===== src/design/qbf_pkg.sv =====
// Shared types and constants for the QUBO exhaustive minimum search.
// Used by the top level and the energy unit; depends on nothing else.
`timescale 1ns / 1ps

package qbf_pkg;

  localparam int CFG_W    = 5;
  localparam int ENERGY_W = 25;
  localparam int PATT_W   = 16;
  localparam int END_W    = 17;

  localparam logic [CFG_W-1:0] CFG_RESET = 5'd16;

  localparam logic OP_LOAD   = 1'b0;
  localparam logic OP_SEARCH = 1'b1;

  localparam logic signed [ENERGY_W-1:0] ENERGY_MAX = 25'sh0FFFFFF;
  localparam logic signed [ENERGY_W-1:0] ENERGY_MIN = 25'sh1000000;

  typedef struct packed {
    logic                    operation;
    logic [3:0]              row;
    logic [3:0]              col;
    logic signed [15:0]      weight;
    logic [PATT_W-1:0]       range_begin;
    logic [END_W-1:0]        range_end;
  } in_item_t;

  typedef struct packed {
    logic signed [ENERGY_W-1:0] min_energy;
    logic [PATT_W-1:0]          best_pattern;
    logic                       range_empty;
  } out_item_t;

  typedef enum logic [1:0] {
    ST_IDLE,
    ST_EVAL,
    ST_REPORT
  } state_t;

endpackage


===== src/design/qubo_brute_force_min_search.sv =====
// Top level of the QUBO exhaustive minimum search: command port, pattern
// sequencer, best-energy tracking and weight RAM. Depends on qbf_pkg,
// qbf_ram and qbf_energy_unit.
// Load: busy stays low. Empty search: result strobe in the cycle after transfer.
// Search: the energy unit walks the N*N weights of each pattern (one weight RAM read per
// cycle); busy high throughout.
// Results strobe for one cycle and cannot be stalled. Reset (synchronous, rst_n low)
// sets N to 16 and idles the sequencer; weights are undefined until loaded.
`timescale 1ns / 1ps

module qubo_brute_force_min_search #(
  parameter int MAX_BITS    = 16,
  parameter int WEIGHT_BITS = 16
) (
  input  logic                       clk,
  input  logic                       rst_n,
  input  logic                       start,
  output logic                       busy,
  input  qbf_pkg::in_item_t          in_data,
  output logic                       out_valid,
  output qbf_pkg::out_item_t         out_data,
  input  logic                       cfg_we,
  input  logic [qbf_pkg::CFG_W-1:0]  cfg_wdata
);

  import qbf_pkg::*;

  localparam int IDX_W  = (MAX_BITS > 1) ? $clog2(MAX_BITS) : 1;
  localparam int DEPTH  = MAX_BITS * MAX_BITS;
  localparam int ADDR_W = $clog2(DEPTH);
  localparam int ACC_W  = WEIGHT_BITS + 2 * $clog2(MAX_BITS) + 1;
  localparam int CMP_W  = (ACC_W > ENERGY_W) ? ACC_W : ENERGY_W;
  localparam int LIM_W  = ((MAX_BITS + 1) > END_W) ? (MAX_BITS + 1) : END_W;

  state_t            state_r, state_nxt;
  logic [CFG_W-1:0]  cfg_bits_r;
  logic [END_W-1:0]  patt_r, patt_nxt;
  logic [END_W-1:0]  end_r, end_nxt;
  logic              first_r, first_nxt;
  logic              go_r, go_nxt;
  logic [IDX_W-1:0]  n_last_r, n_last_nxt;
  logic signed [ACC_W-1:0] best_e_r, best_e_nxt;
  logic [PATT_W-1:0] best_p_r, best_p_nxt;
  logic              out_valid_r, out_valid_nxt;
  out_item_t         out_data_r, out_data_nxt;

  logic              accept;
  logic              ram_we;
  logic [ADDR_W-1:0] ram_wr_addr;
  logic [ADDR_W-1:0] ram_rd_addr;
  logic [WEIGHT_BITS-1:0] ram_rd_data;
  logic              eu_done;
  logic signed [ACC_W-1:0] eu_energy;
  logic [CFG_W-1:0]  n_act;
  logic [LIM_W-1:0]  lim;
  logic [END_W-1:0]  end_c;
  logic signed [CMP_W-1:0] e_ext;
  logic signed [CMP_W-1:0] e_sat;

  assign busy      = (state_r != ST_IDLE);
  assign accept    = start && !busy;
  assign out_valid = out_valid_r;
  assign out_data  = out_data_r;

  assign ram_we = accept && (in_data.operation == OP_LOAD) &&
                  ({1'b0, in_data.row} < CFG_W'(MAX_BITS)) &&
                  ({1'b0, in_data.col} < CFG_W'(MAX_BITS));
  assign ram_wr_addr = ADDR_W'(ADDR_W'(in_data.row) * ADDR_W'(MAX_BITS) +
                               ADDR_W'(in_data.col));

  always_comb begin
    if (cfg_bits_r == '0) begin
      n_act = CFG_W'(1);
    end else if (cfg_bits_r > CFG_W'(MAX_BITS)) begin
      n_act = CFG_W'(MAX_BITS);
    end else begin
      n_act = cfg_bits_r;
    end
  end

  assign lim   = LIM_W'(1) << n_act;
  assign end_c = (LIM_W'(in_data.range_end) > lim) ? END_W'(lim) : in_data.range_end;

  assign e_ext = CMP_W'(best_e_r);
  always_comb begin
    if (e_ext > CMP_W'(ENERGY_MAX)) begin
      e_sat = CMP_W'(ENERGY_MAX);
    end else if (e_ext < CMP_W'(ENERGY_MIN)) begin
      e_sat = CMP_W'(ENERGY_MIN);
    end else begin
      e_sat = e_ext;
    end
  end

  always_comb begin
    state_nxt     = state_r;
    patt_nxt      = patt_r;
    end_nxt       = end_r;
    first_nxt     = first_r;
    go_nxt        = 1'b0;
    n_last_nxt    = n_last_r;
    best_e_nxt    = best_e_r;
    best_p_nxt    = best_p_r;
    out_valid_nxt = 1'b0;
    out_data_nxt  = out_data_r;
    case (state_r)
      ST_IDLE: begin
        if (accept && (in_data.operation == OP_SEARCH)) begin
          if (END_W'(in_data.range_begin) >= end_c) begin
            out_valid_nxt             = 1'b1;
            out_data_nxt.min_energy   = '0;
            out_data_nxt.best_pattern = '0;
            out_data_nxt.range_empty  = 1'b1;
          end else begin
            patt_nxt   = END_W'(in_data.range_begin);
            end_nxt    = end_c;
            first_nxt  = 1'b1;
            go_nxt     = 1'b1;
            n_last_nxt = IDX_W'(n_act - 1'b1);
            state_nxt  = ST_EVAL;
          end
        end
      end
      ST_EVAL: begin
        if (eu_done) begin
          if (first_r || (eu_energy < best_e_r)) begin
            best_e_nxt = eu_energy;
            best_p_nxt = PATT_W'(patt_r);
          end
          first_nxt = 1'b0;
          if (END_W'(patt_r + 1'b1) == end_r) begin
            state_nxt = ST_REPORT;
          end else begin
            patt_nxt = END_W'(patt_r + 1'b1);
            go_nxt   = 1'b1;
          end
        end
      end
      ST_REPORT: begin
        out_valid_nxt             = 1'b1;
        out_data_nxt.min_energy   = e_sat[ENERGY_W-1:0];
        out_data_nxt.best_pattern = best_p_r;
        out_data_nxt.range_empty  = 1'b0;
        state_nxt                 = ST_IDLE;
      end
      default: begin
        state_nxt = ST_IDLE;
      end
    endcase
  end

  always_ff @(posedge clk) begin
    if (!rst_n) begin
      state_r     <= ST_IDLE;
      cfg_bits_r  <= CFG_RESET;
      go_r        <= 1'b0;
      first_r     <= 1'b0;
      out_valid_r <= 1'b0;
    end else begin
      state_r     <= state_nxt;
      go_r        <= go_nxt;
      first_r     <= first_nxt;
      out_valid_r <= out_valid_nxt;
      if (cfg_we) begin
        cfg_bits_r <= cfg_wdata;
      end
    end
    patt_r     <= patt_nxt;
    end_r      <= end_nxt;
    n_last_r   <= n_last_nxt;
    best_e_r   <= best_e_nxt;
    best_p_r   <= best_p_nxt;
    out_data_r <= out_data_nxt;
  end

  qbf_ram #(
    .WIDTH (WEIGHT_BITS),
    .DEPTH (DEPTH)
  ) u_weight_ram (
    .clk     (clk),
    .we      (ram_we),
    .wr_addr (ram_wr_addr),
    .wr_data (WEIGHT_BITS'(in_data.weight)),
    .rd_addr (ram_rd_addr),
    .rd_data (ram_rd_data)
  );

  qbf_energy_unit #(
    .MAX_BITS    (MAX_BITS),
    .WEIGHT_BITS (WEIGHT_BITS),
    .ACC_W       (ACC_W),
    .IDX_W       (IDX_W),
    .ADDR_W      (ADDR_W)
  ) u_energy (
    .clk     (clk),
    .rst_n   (rst_n),
    .go      (go_r),
    .pattern (PATT_W'(patt_r)),
    .n_last  (n_last_r),
    .rd_addr (ram_rd_addr),
    .rd_data (ram_rd_data),
    .done    (eu_done),
    .energy  (eu_energy)
  );

  a_out_source: assert property (@(posedge clk) disable iff (!rst_n)
    out_valid |-> $past(state_r == ST_REPORT ||
                        (accept && in_data.operation == OP_SEARCH)))
    else $error("result strobe without a search ending");

  a_write_idle: assert property (@(posedge clk) disable iff (!rst_n)
    ram_we |-> (state_r == ST_IDLE))
    else $error("weight write while searching");

  a_done_eval: assert property (@(posedge clk) disable iff (!rst_n)
    eu_done |-> (state_r == ST_EVAL))
    else $error("energy done outside evaluation");

  a_patt_range: assert property (@(posedge clk) disable iff (!rst_n)
    (state_r == ST_EVAL) |-> (patt_r < end_r))
    else $error("pattern counter past range end");

endmodule


===== src/design/qbf_ram.sv =====
// Generic single-port-write, single-port-read RAM with registered read data.
// Holds the weight matrix; depends on nothing else.
`timescale 1ns / 1ps

module qbf_ram #(
  parameter int WIDTH = 16,
  parameter int DEPTH = 256
) (
  input  logic                     clk,
  input  logic                     we,
  input  logic [$clog2(DEPTH)-1:0] wr_addr,
  input  logic [WIDTH-1:0]         wr_data,
  input  logic [$clog2(DEPTH)-1:0] rd_addr,
  output logic [WIDTH-1:0]         rd_data
);

  logic [WIDTH-1:0] mem [DEPTH];

  always_ff @(posedge clk) begin
    if (we) begin
      mem[wr_addr] <= wr_data;
    end
    rd_data <= mem[rd_addr];
  end

endmodule


===== src/design/qbf_energy_unit.sv =====
// Energy unit: walks all (i, j) pairs of one pattern through the weight RAM
// and accumulates W(i,j) where both bits are set. Depends on qbf_pkg.
`timescale 1ns / 1ps

module qbf_energy_unit #(
  parameter int MAX_BITS    = 16,
  parameter int WEIGHT_BITS = 16,
  parameter int ACC_W       = 25,
  parameter int IDX_W       = 4,
  parameter int ADDR_W      = 8
) (
  input  logic                          clk,
  input  logic                          rst_n,
  input  logic                          go,
  input  logic [qbf_pkg::PATT_W-1:0]    pattern,
  input  logic [IDX_W-1:0]              n_last,
  output logic [ADDR_W-1:0]             rd_addr,
  input  logic [WEIGHT_BITS-1:0]        rd_data,
  output logic                          done,
  output logic signed [ACC_W-1:0]       energy
);

  import qbf_pkg::*;

  localparam int PW = (MAX_BITS > PATT_W) ? MAX_BITS : PATT_W;

  logic              active_r, active_nxt;
  logic              pend_r, pend_nxt;
  logic              take_r, take_nxt;
  logic              last_r, last_nxt;
  logic              done_r, done_nxt;
  logic [IDX_W-1:0]  i_r, i_nxt;
  logic [IDX_W-1:0]  j_r, j_nxt;
  logic signed [ACC_W-1:0] acc_r, acc_nxt;
  logic [PW-1:0]     x;

  assign x       = PW'(pattern);
  assign rd_addr = ADDR_W'(ADDR_W'(i_r) * ADDR_W'(MAX_BITS) + ADDR_W'(j_r));
  assign done    = done_r;
  assign energy  = acc_r;

  always_comb begin
    active_nxt = active_r;
    i_nxt      = i_r;
    j_nxt      = j_r;
    take_nxt   = 1'b0;
    pend_nxt   = 1'b0;
    last_nxt   = 1'b0;
    done_nxt   = 1'b0;
    acc_nxt    = acc_r;
    if (pend_r && take_r) begin
      acc_nxt = ACC_W'(acc_r + ACC_W'(signed'(rd_data)));
    end
    if (pend_r && last_r) begin
      done_nxt = 1'b1;
    end
    if (go && !active_r) begin
      active_nxt = 1'b1;
      i_nxt      = '0;
      j_nxt      = '0;
      acc_nxt    = '0;
    end else if (active_r) begin
      pend_nxt = 1'b1;
      take_nxt = x[i_r] & x[j_r];
      if (j_r == n_last) begin
        j_nxt = '0;
        if (i_r == n_last) begin
          active_nxt = 1'b0;
          last_nxt   = 1'b1;
        end else begin
          i_nxt = IDX_W'(i_r + 1'b1);
        end
      end else begin
        j_nxt = IDX_W'(j_r + 1'b1);
      end
    end
  end

  always_ff @(posedge clk) begin
    if (!rst_n) begin
      active_r <= 1'b0;
      pend_r   <= 1'b0;
      take_r   <= 1'b0;
      last_r   <= 1'b0;
      done_r   <= 1'b0;
    end else begin
      active_r <= active_nxt;
      pend_r   <= pend_nxt;
      take_r   <= take_nxt;
      last_r   <= last_nxt;
      done_r   <= done_nxt;
    end
    i_r   <= i_nxt;
    j_r   <= j_nxt;
    acc_r <= acc_nxt;
  end

endmodule


===== config.mk =====
export PLATFORM = sky130hd
export DESIGN_NAME = qubo_brute_force_min_search
export DESIGN_NICKNAME = d
export VERILOG_FILES = /design/src/design/qbf_pkg.sv /design/src/design/qubo_brute_force_min_search.sv /design/src/design/qbf_ram.sv /design/src/design/qbf_energy_unit.sv
export SDC_FILE = /design/constraint.sdc
export NUM_CORES = 2
export LEC_CHECK = 0
export BUFFER_PORTS_ARGS = -buffer_cell sky130_fd_sc_hd__buf_2
export CORE_AREA = 5 5 497 744
export DETAILED_ROUTE_END_ITERATION = 10
export DIE_AREA = 0 0 502 749
export PLACE_DENSITY_LB_ADDON = 0.3
export SYNTH_ARGS = -nofsm -noshare
export SYNTH_HDL_FRONTEND = slang
export SYNTH_SLANG_ARGS = --single-unit
export TNS_END_PERCENT = 10

===== constraint.sdc =====
create_clock -name clk -period 6.7 [get_ports clk]
set_clock_uncertainty 0.05 [all_clocks]
set_input_delay 1.005 -clock clk [delete_from_list [all_inputs] [get_ports clk]]
set_output_delay 1.005 -clock clk [all_outputs]
set_load 0.005 [all_outputs]

# After elaboration in Yosys (flattened, before gate mapping)
# Memories as Yosys holds them, arrays and structs flattened. A register that Yosys moved wholly into a read port is not among the register bits.
# Index checks and enable logic that the tools add are counted.
# word_totals
ff_bits	169
latchBits	0
ramBits	4096
mem_bits_ro	0
inputBits	67
output_inout_bits	44
word_cells	124
memories	1
# classes
addsub	7
multipliers	0
div	0
n_lt_le_gt_ge	8
eq_ne	11
shift	1
mux	44
bitwise	7
reduce_logical	24
# mem_list
name	depth	word_bits	rd	rd_clocked_by_memory_dff	write_ports	line	text
u_weight_ram.mem	256	16	1	1	1	qbf_ram.sv:17	logic [WIDTH-1:0] mem [DEPTH];
# op_table
cell	n
$mux 17	5
$mux 42	2
$pmux 42 s2	1
$mux 25	2
$pmux 17 s2	1
$add 25x16->25	1
$gt 25x25->1 const B	1
$lt 25x25->1	1
$lt 25x25->1 const B	1
$mux 1	20
$add 17x1->17 const B	1
$eq 17x17->1	1
$ge 16x17->1	1
$gt 17x17->1	1
$shl 1x5->17 const A	1
$add 8x4->8	2
$reduce_and 3->1	4
$lt 4x5->1 const B	2
$mux 5	2
$ne 2x2->1 const B	5
$add 4x1->4 const B	2
$bmux 1 s4	2
$eq 4x4->1	2
$mux 2	4
21 further kinds	37

# Logic depth before layout (Yosys ltp)
# logic_depth
ltp_word	10
depth_mapped	24
ltp_nobuf	23

# Hierarchy
# Synthesis repeated with hierarchy kept, for this count alone.
# unflattened
hier_cells	8312
hier_area_um2	168694.3
# by_module_without_submodules
module	instances	cells_each	area_each_um2	seq_area_each_um2
qbf_ram	1	7360	158714.7	123318.3
qubo_brute_force_min_search	1	605	7006.7	3833.7
qbf_energy_unit	1	347	2972.9	760.7

# Worst setup path before layout
# No wires, ideal clock.
# synth_timing
kind	register to register
startpoint	register cfg_bits_r[2]
endpoint	register patt_r[0] (enable)
setup_time_ps	399
t_arrival_ps	5347
t_required_ps	6251
setup_slack_ps	904
path_stages_with_launch	22
path_buffers	1
synth_period_minus_slack_ps	5796
path_cell_list	dfxtp_1 -> nor3_1 -> nor2_1 -> nor2_1 -> inv_1 -> ha_1 -> and2_1 -> ha_1 -> and3_1 -> nand3_1 -> o41ai_1 -> clkbuf_1 -> nor2_1 -> a21oi_1 -> ha_1 -> a21o_1 -> a21o_1 -> a221oi_1 -> o211ai_1 -> a31oi_1 -> o21ai_0 -> a22oi_1
# synth_via
elab_chain_cells	9
word_cells_on_any_way	10
cone_classes	3 x order compare; 1 x eq/ne; 1 x shift; 3 x mux; 2 x reduce/logical
# synth_lines
item	line	text
start, declared	qubo_brute_force_min_search.sv:36	logic [CFG_W-1:0] cfg_bits_r;
start signal, assigned	qubo_brute_force_min_search.sv:165	cfg_bits_r <= cfg_wdata;
$gt 5x5->1	qubo_brute_force_min_search.sv:74	end else if (cfg_bits_r > CFG_W'(MAX_BITS)) begin
$mux 5	qubo_brute_force_min_search.sv:74	
$mux 5 *	qubo_brute_force_min_search.sv:72	if (cfg_bits_r == '0) begin
$shl 1x5->17 *	qubo_brute_force_min_search.sv:81	assign lim = LIM_W'(1) << n_act;
$gt 17x17->1	qubo_brute_force_min_search.sv:82	assign end_c = (LIM_W'(in_data.range_end) > lim) ? END_W'(lim) : in_data.range_end;
$mux 17 *	qubo_brute_force_min_search.sv:82	
$ge 16x17->1 *	qubo_brute_force_min_search.sv:109	if (END_W'(in_data.range_begin) >= end_c) begin
$ne 2x2->1 (no line) *	-	
$reduce_and 5->1 (no line) *	-	
end signal, assigned	qubo_brute_force_min_search.sv:168	patt_r <= patt_nxt;
end, declared	qubo_brute_force_min_search.sv:37	logic [END_W-1:0] patt_r, patt_nxt;
# Mark *: on every way between the ends. The rest lies on a longest branch, timed or not.
# A chain may end at the register's enable or synchronous reset.

# Worst setup path in the final report
# layout_timing
startpoint	register cfg_bits_r[2]
endpoint	register patt_r[3] (enable)
# layout_via
elab_chain_cells	9
word_cells_on_any_way	10
cone_classes	3 x order compare; 1 x eq/ne; 1 x shift; 3 x mux; 2 x reduce/logical
# layout_lines
item	line	text
$gt 5x5->1	qubo_brute_force_min_search.sv:74	
$mux 5	qubo_brute_force_min_search.sv:74	
$mux 5 *	qubo_brute_force_min_search.sv:72	
$shl 1x5->17 *	qubo_brute_force_min_search.sv:81	
$gt 17x17->1	qubo_brute_force_min_search.sv:82	
$mux 17 *	qubo_brute_force_min_search.sv:82	
net end_c[0]	qubo_brute_force_min_search.sv:56	logic [END_W-1:0] end_c;
$ge 16x17->1 *	qubo_brute_force_min_search.sv:109	
$ne 2x2->1 (no line) *	-	
$reduce_and 5->1 (no line) *	-	
# The timed path passes the listed nets; every way through them passes the cells marked *.

==> reports/results.ini <==
[cells_and_area]
multi_input_area_sq_um = 36400
final_nets = 7799
layout-drive-gt1-share_pct = 29.7
syn_to_final_growth_pct = 12.3
ff_latch_area_sq_um = 128000
fillerInstances = 27500
fin_util_pct = 51.4

[routing]
antenna_left = 0
drc = 0
drt-pass1-iter-count = 6
drt-total-wl_microns = 396000
drt_first_iter_violations = 8032
vias = 77100
wl_per_cell_microns = 31.1
viasPerCell = 6.06

[yosys]
synth_edf_count = 4217
yosys-top-cells-count = 4,217 x edfxtp_1, 1,290 x mux4_2, 346 x nor2_1
syn_area_sq_um = 166000
syn_inst = 7179
ys_types = 66
ys.flop_type = edfxtp_1
synth.most_common_cell = edfxtp_1
synthArstFlopShare_pct = 0
yosysTopAreaCell = edfxtp_1
ys_seq_elements = 4281
ys_seq_area_share_pct = 77.1
synth.avg_cell_area_sq_um = 23.1
synth_area_leaders = edfxtp_1 76%, mux4_2 18%, nor2_1 0.78%, dfxtp_1 0.77%, ha_1 0.67%
syn_nets = 7336
yosys.area.top_type_share_pct = 76.3
synth_warnings = 0

[clocking]
clk_path_buf_depth = 4
clockRootBuffer = clkbuf_16
hold_buffers = 0
insertion_delay_ns = 0.91
htree_levels = 5
cts.sinks = 4281
tritoncts = done
clk_pin_slew_ns = 0.07
cts-buffers-inserted = 369
postCtsSetupBuffers = 0
cts_resized = 0

[pwr]
seqPwrFrac_pct = 46.2
ir_worst_vdd_mv = 0.260
p_int_mw = 47.7
power.total_mw = 64.4
netSwitchingPower_mw = 16.7
combPwrFrac_pct = 20.6
p_leak_nw = 56.9
p_sw_share_pct = 26.0
p_clk_share_pct = 33.2
power.density_nw_per_um2 = 345

[floorplan]
fp.coreArea_sq_um = 362000
core.rowCount = 271
ios = 111
dieArea_sq_um = 376000
die_w_microns = 502
start_util_pct = 45.8
dieHeight_microns = 749

[timing]
slew_viol_final = 0
worstMarginPinSlew_ns = 1.39
fmax_ghz = 0.159
finalCritPeriodShare_pct = 93.6
grt_setup_unrepaired = no
hold_viol = 0
slew_headroom_pct = 7.57
fin_hold_ws_ns = 0.295
finalSetupViolCount = 0
period_needed_ns = 6.27
setup_tns_ns = 0

[worst_setup_path]
r2r_end = patt_r[3]$_DFFE_PP_
critical_path_required_ns = 7.23
startpoint_type = register
r2r_start = cfg_bits_r[2]$_SDFFE_PN0P_
crit_fanout = 17
r2r_cells = 25
setup.worst_path.end = patt_r[3]$_DFFE_PP_
reg2reg_slack_ns = 0.43
end_kind = register
worstSetupStartpoint = cfg_bits_r[2]$_SDFFE_PN0P_
crit_arrival_ns = 6.81
worstSetupPathType = reg2reg

[placed_design]
io_buffers = 110
hpwl_microns = 234000
place_congestion = 0.888

[grt]
grtUsageTotal_pct = 20.9
grt_pass1_vias = 79400
overflow = 0
antenna_found_initial = 13
grt_pass1_wl_microns = 573000
grt_max_degree = 189

[run_status]
status = finished, final reports clean

[flow_run]
cap_violations = 0

[hold_path]
hold_class = in2reg

layout make-up:
class                           instances  share of cell area, %
Antenna cell                            7                0.00940
Clock buffer                          441                   5.20
Clock inverter                        226                   1.20
Inverter                               46                 0.0927
Multi-Input combinational cell       2468                   19.5
Sequential cell                      4281                   68.6
Tap cell                             4777                   3.21
Timing Repair Buffer                  476                   2.10
power groups by stage:
stage	Clock (mW)	Combinational, mW	Sequential [mW]
2_1_floorplan	0	9.12	30.1
3_3_place_gp	0	13.2	30.3
3_5_place_dp	0	13.4	30.3
4_1_cts	21.8	13.4	29.7
5_1_grt	22.9	13.9	29.7
6_report	21.4	13.2	29.7
worst min path at each step:
stage	from	end	slack, ns	cells past startpoint
after floorplan	patt_r[4]$_DFFE_PP_	best_p_r[4]$_DFFE_PP_	0.37	0
after global placement	u_energy.last_r$_SDFF_PP0_	u_energy.done$_SDFF_PN0_	0.40	1
after detailed placement	u_energy.last_r$_SDFF_PP0_	u_energy.done$_SDFF_PN0_	0.42	1
after CTS	cfg_wdata[4]	cfg_bits_r[4]$_SDFFE_PN1P_	0.23	3
after global routing	cfg_wdata[4]	cfg_bits_r[4]$_SDFFE_PN1P_	0.26	3
final	cfg_wdata[4]	cfg_bits_r[4]$_SDFFE_PN1P_	0.30	3
state kept, by name, summed over array words and instances (netlist names), 2 cells and up:
name,cells
best_e_r,25
best_p_r,16
cfg_bits_r,5
end_r,17
n_last_r,4
out_data,42
patt_r,17
state_r,2
u_energy.energy,25
u_energy.i_r,4
u_energy.j_r,4
u_weight_ram.mem,4096
u_weight_ram.rd_data,16
critical path, cell delays in order, from the launching register on:
cell      delay, ns
dfxtp_1        0.35
nor3_1         0.20
nor2_1         0.06
nor2_1         0.18
inv_1          0.13
ha_1           0.30
and2_1         0.19
ha_1           0.19
nor2b_1        0.13
o211ai_1       0.11
nand3_1        0.11
a211oi_1       0.08
o31ai_1        0.52
o41ai_2        0.34
buf_4          0.27
mux2_2         0.30
ha_1           0.27
nand2b_1       0.14
a21oi_1        0.14
o21ai_0        0.14
a221oi_1       0.54
o211ai_1       0.14
a31oi_1        0.29
o21ai_0        0.25
a22oi_1        0.24
buf_4          0.29
per-layer routing:
metal  track usage, %  part of all wire, %  vias up
met4             7.65                  4.1       14
met3             3.36                  7.2      629
met5                0                0.022        -
li1                 -                    -    31500
met2             35.2                   51     3189
met1             27.7                   38    41700
cell families after synthesis:
logic type	Yosys count	share of synthesized area [%]
flip-flops	4281	77.1
multiplexers	1299	17.6
AND/OR/NAND/NOR	645	1.68
buffers and inverters	430	1.11
AO/OA/AOI/OAI	377	1.60
adder cells (fa/ha/maj)	90	0.683
XOR/XNOR	57	0.301
stage by stage:
stage | instance area [sq um] | std cells | worst slack, ns
5_1_grt | 186000 | 12700 | 0.114
3_5_place_dp | 174000 | 12000 | 0.480
2_1_floorplan | 166000 | 7179 | 0.904
3_3_place_gp | 174000 | 12000 | 0.383
4_1_cts | 186000 | 12700 | 0.452
6_report | 186000 | 12700 | 0.426
cells in the final DEF (no fill, tap or decap), types with 8 or more instances in the layout:
master / count
edfxtp_1: 4217
a211oi_1: 8
clkbuf_8: 16
a22o_1: 32
ha_1: 89
mux4_2: 1290
mux2i_1: 8
a21oi_1: 75
dfxtp_1: 60
a21o_1: 40
and2_1: 24
nor2_1: 319
o221ai_1: 17
nand2_1: 141
clkinv_1: 74
clkbuf_16: 375
buf_2: 94
xnor2_1: 39
a22oi_1: 81
inv_6: 9
bufinv_16: 40
clkinvlp_4: 19
xor2_1: 18
nor2b_1: 24
inv_1: 45
and3_1: 12
nand4_1: 13
clkbuf_1: 60
nor2_2: 26
buf_12: 38
nand2b_1: 12
a221oi_1: 33
nand2_2: 10
clkinv_2: 69
nand3_1: 20
o21ai_0: 45
buf_4: 328
No activity file was read; power rests on OpenSTA's default activity.
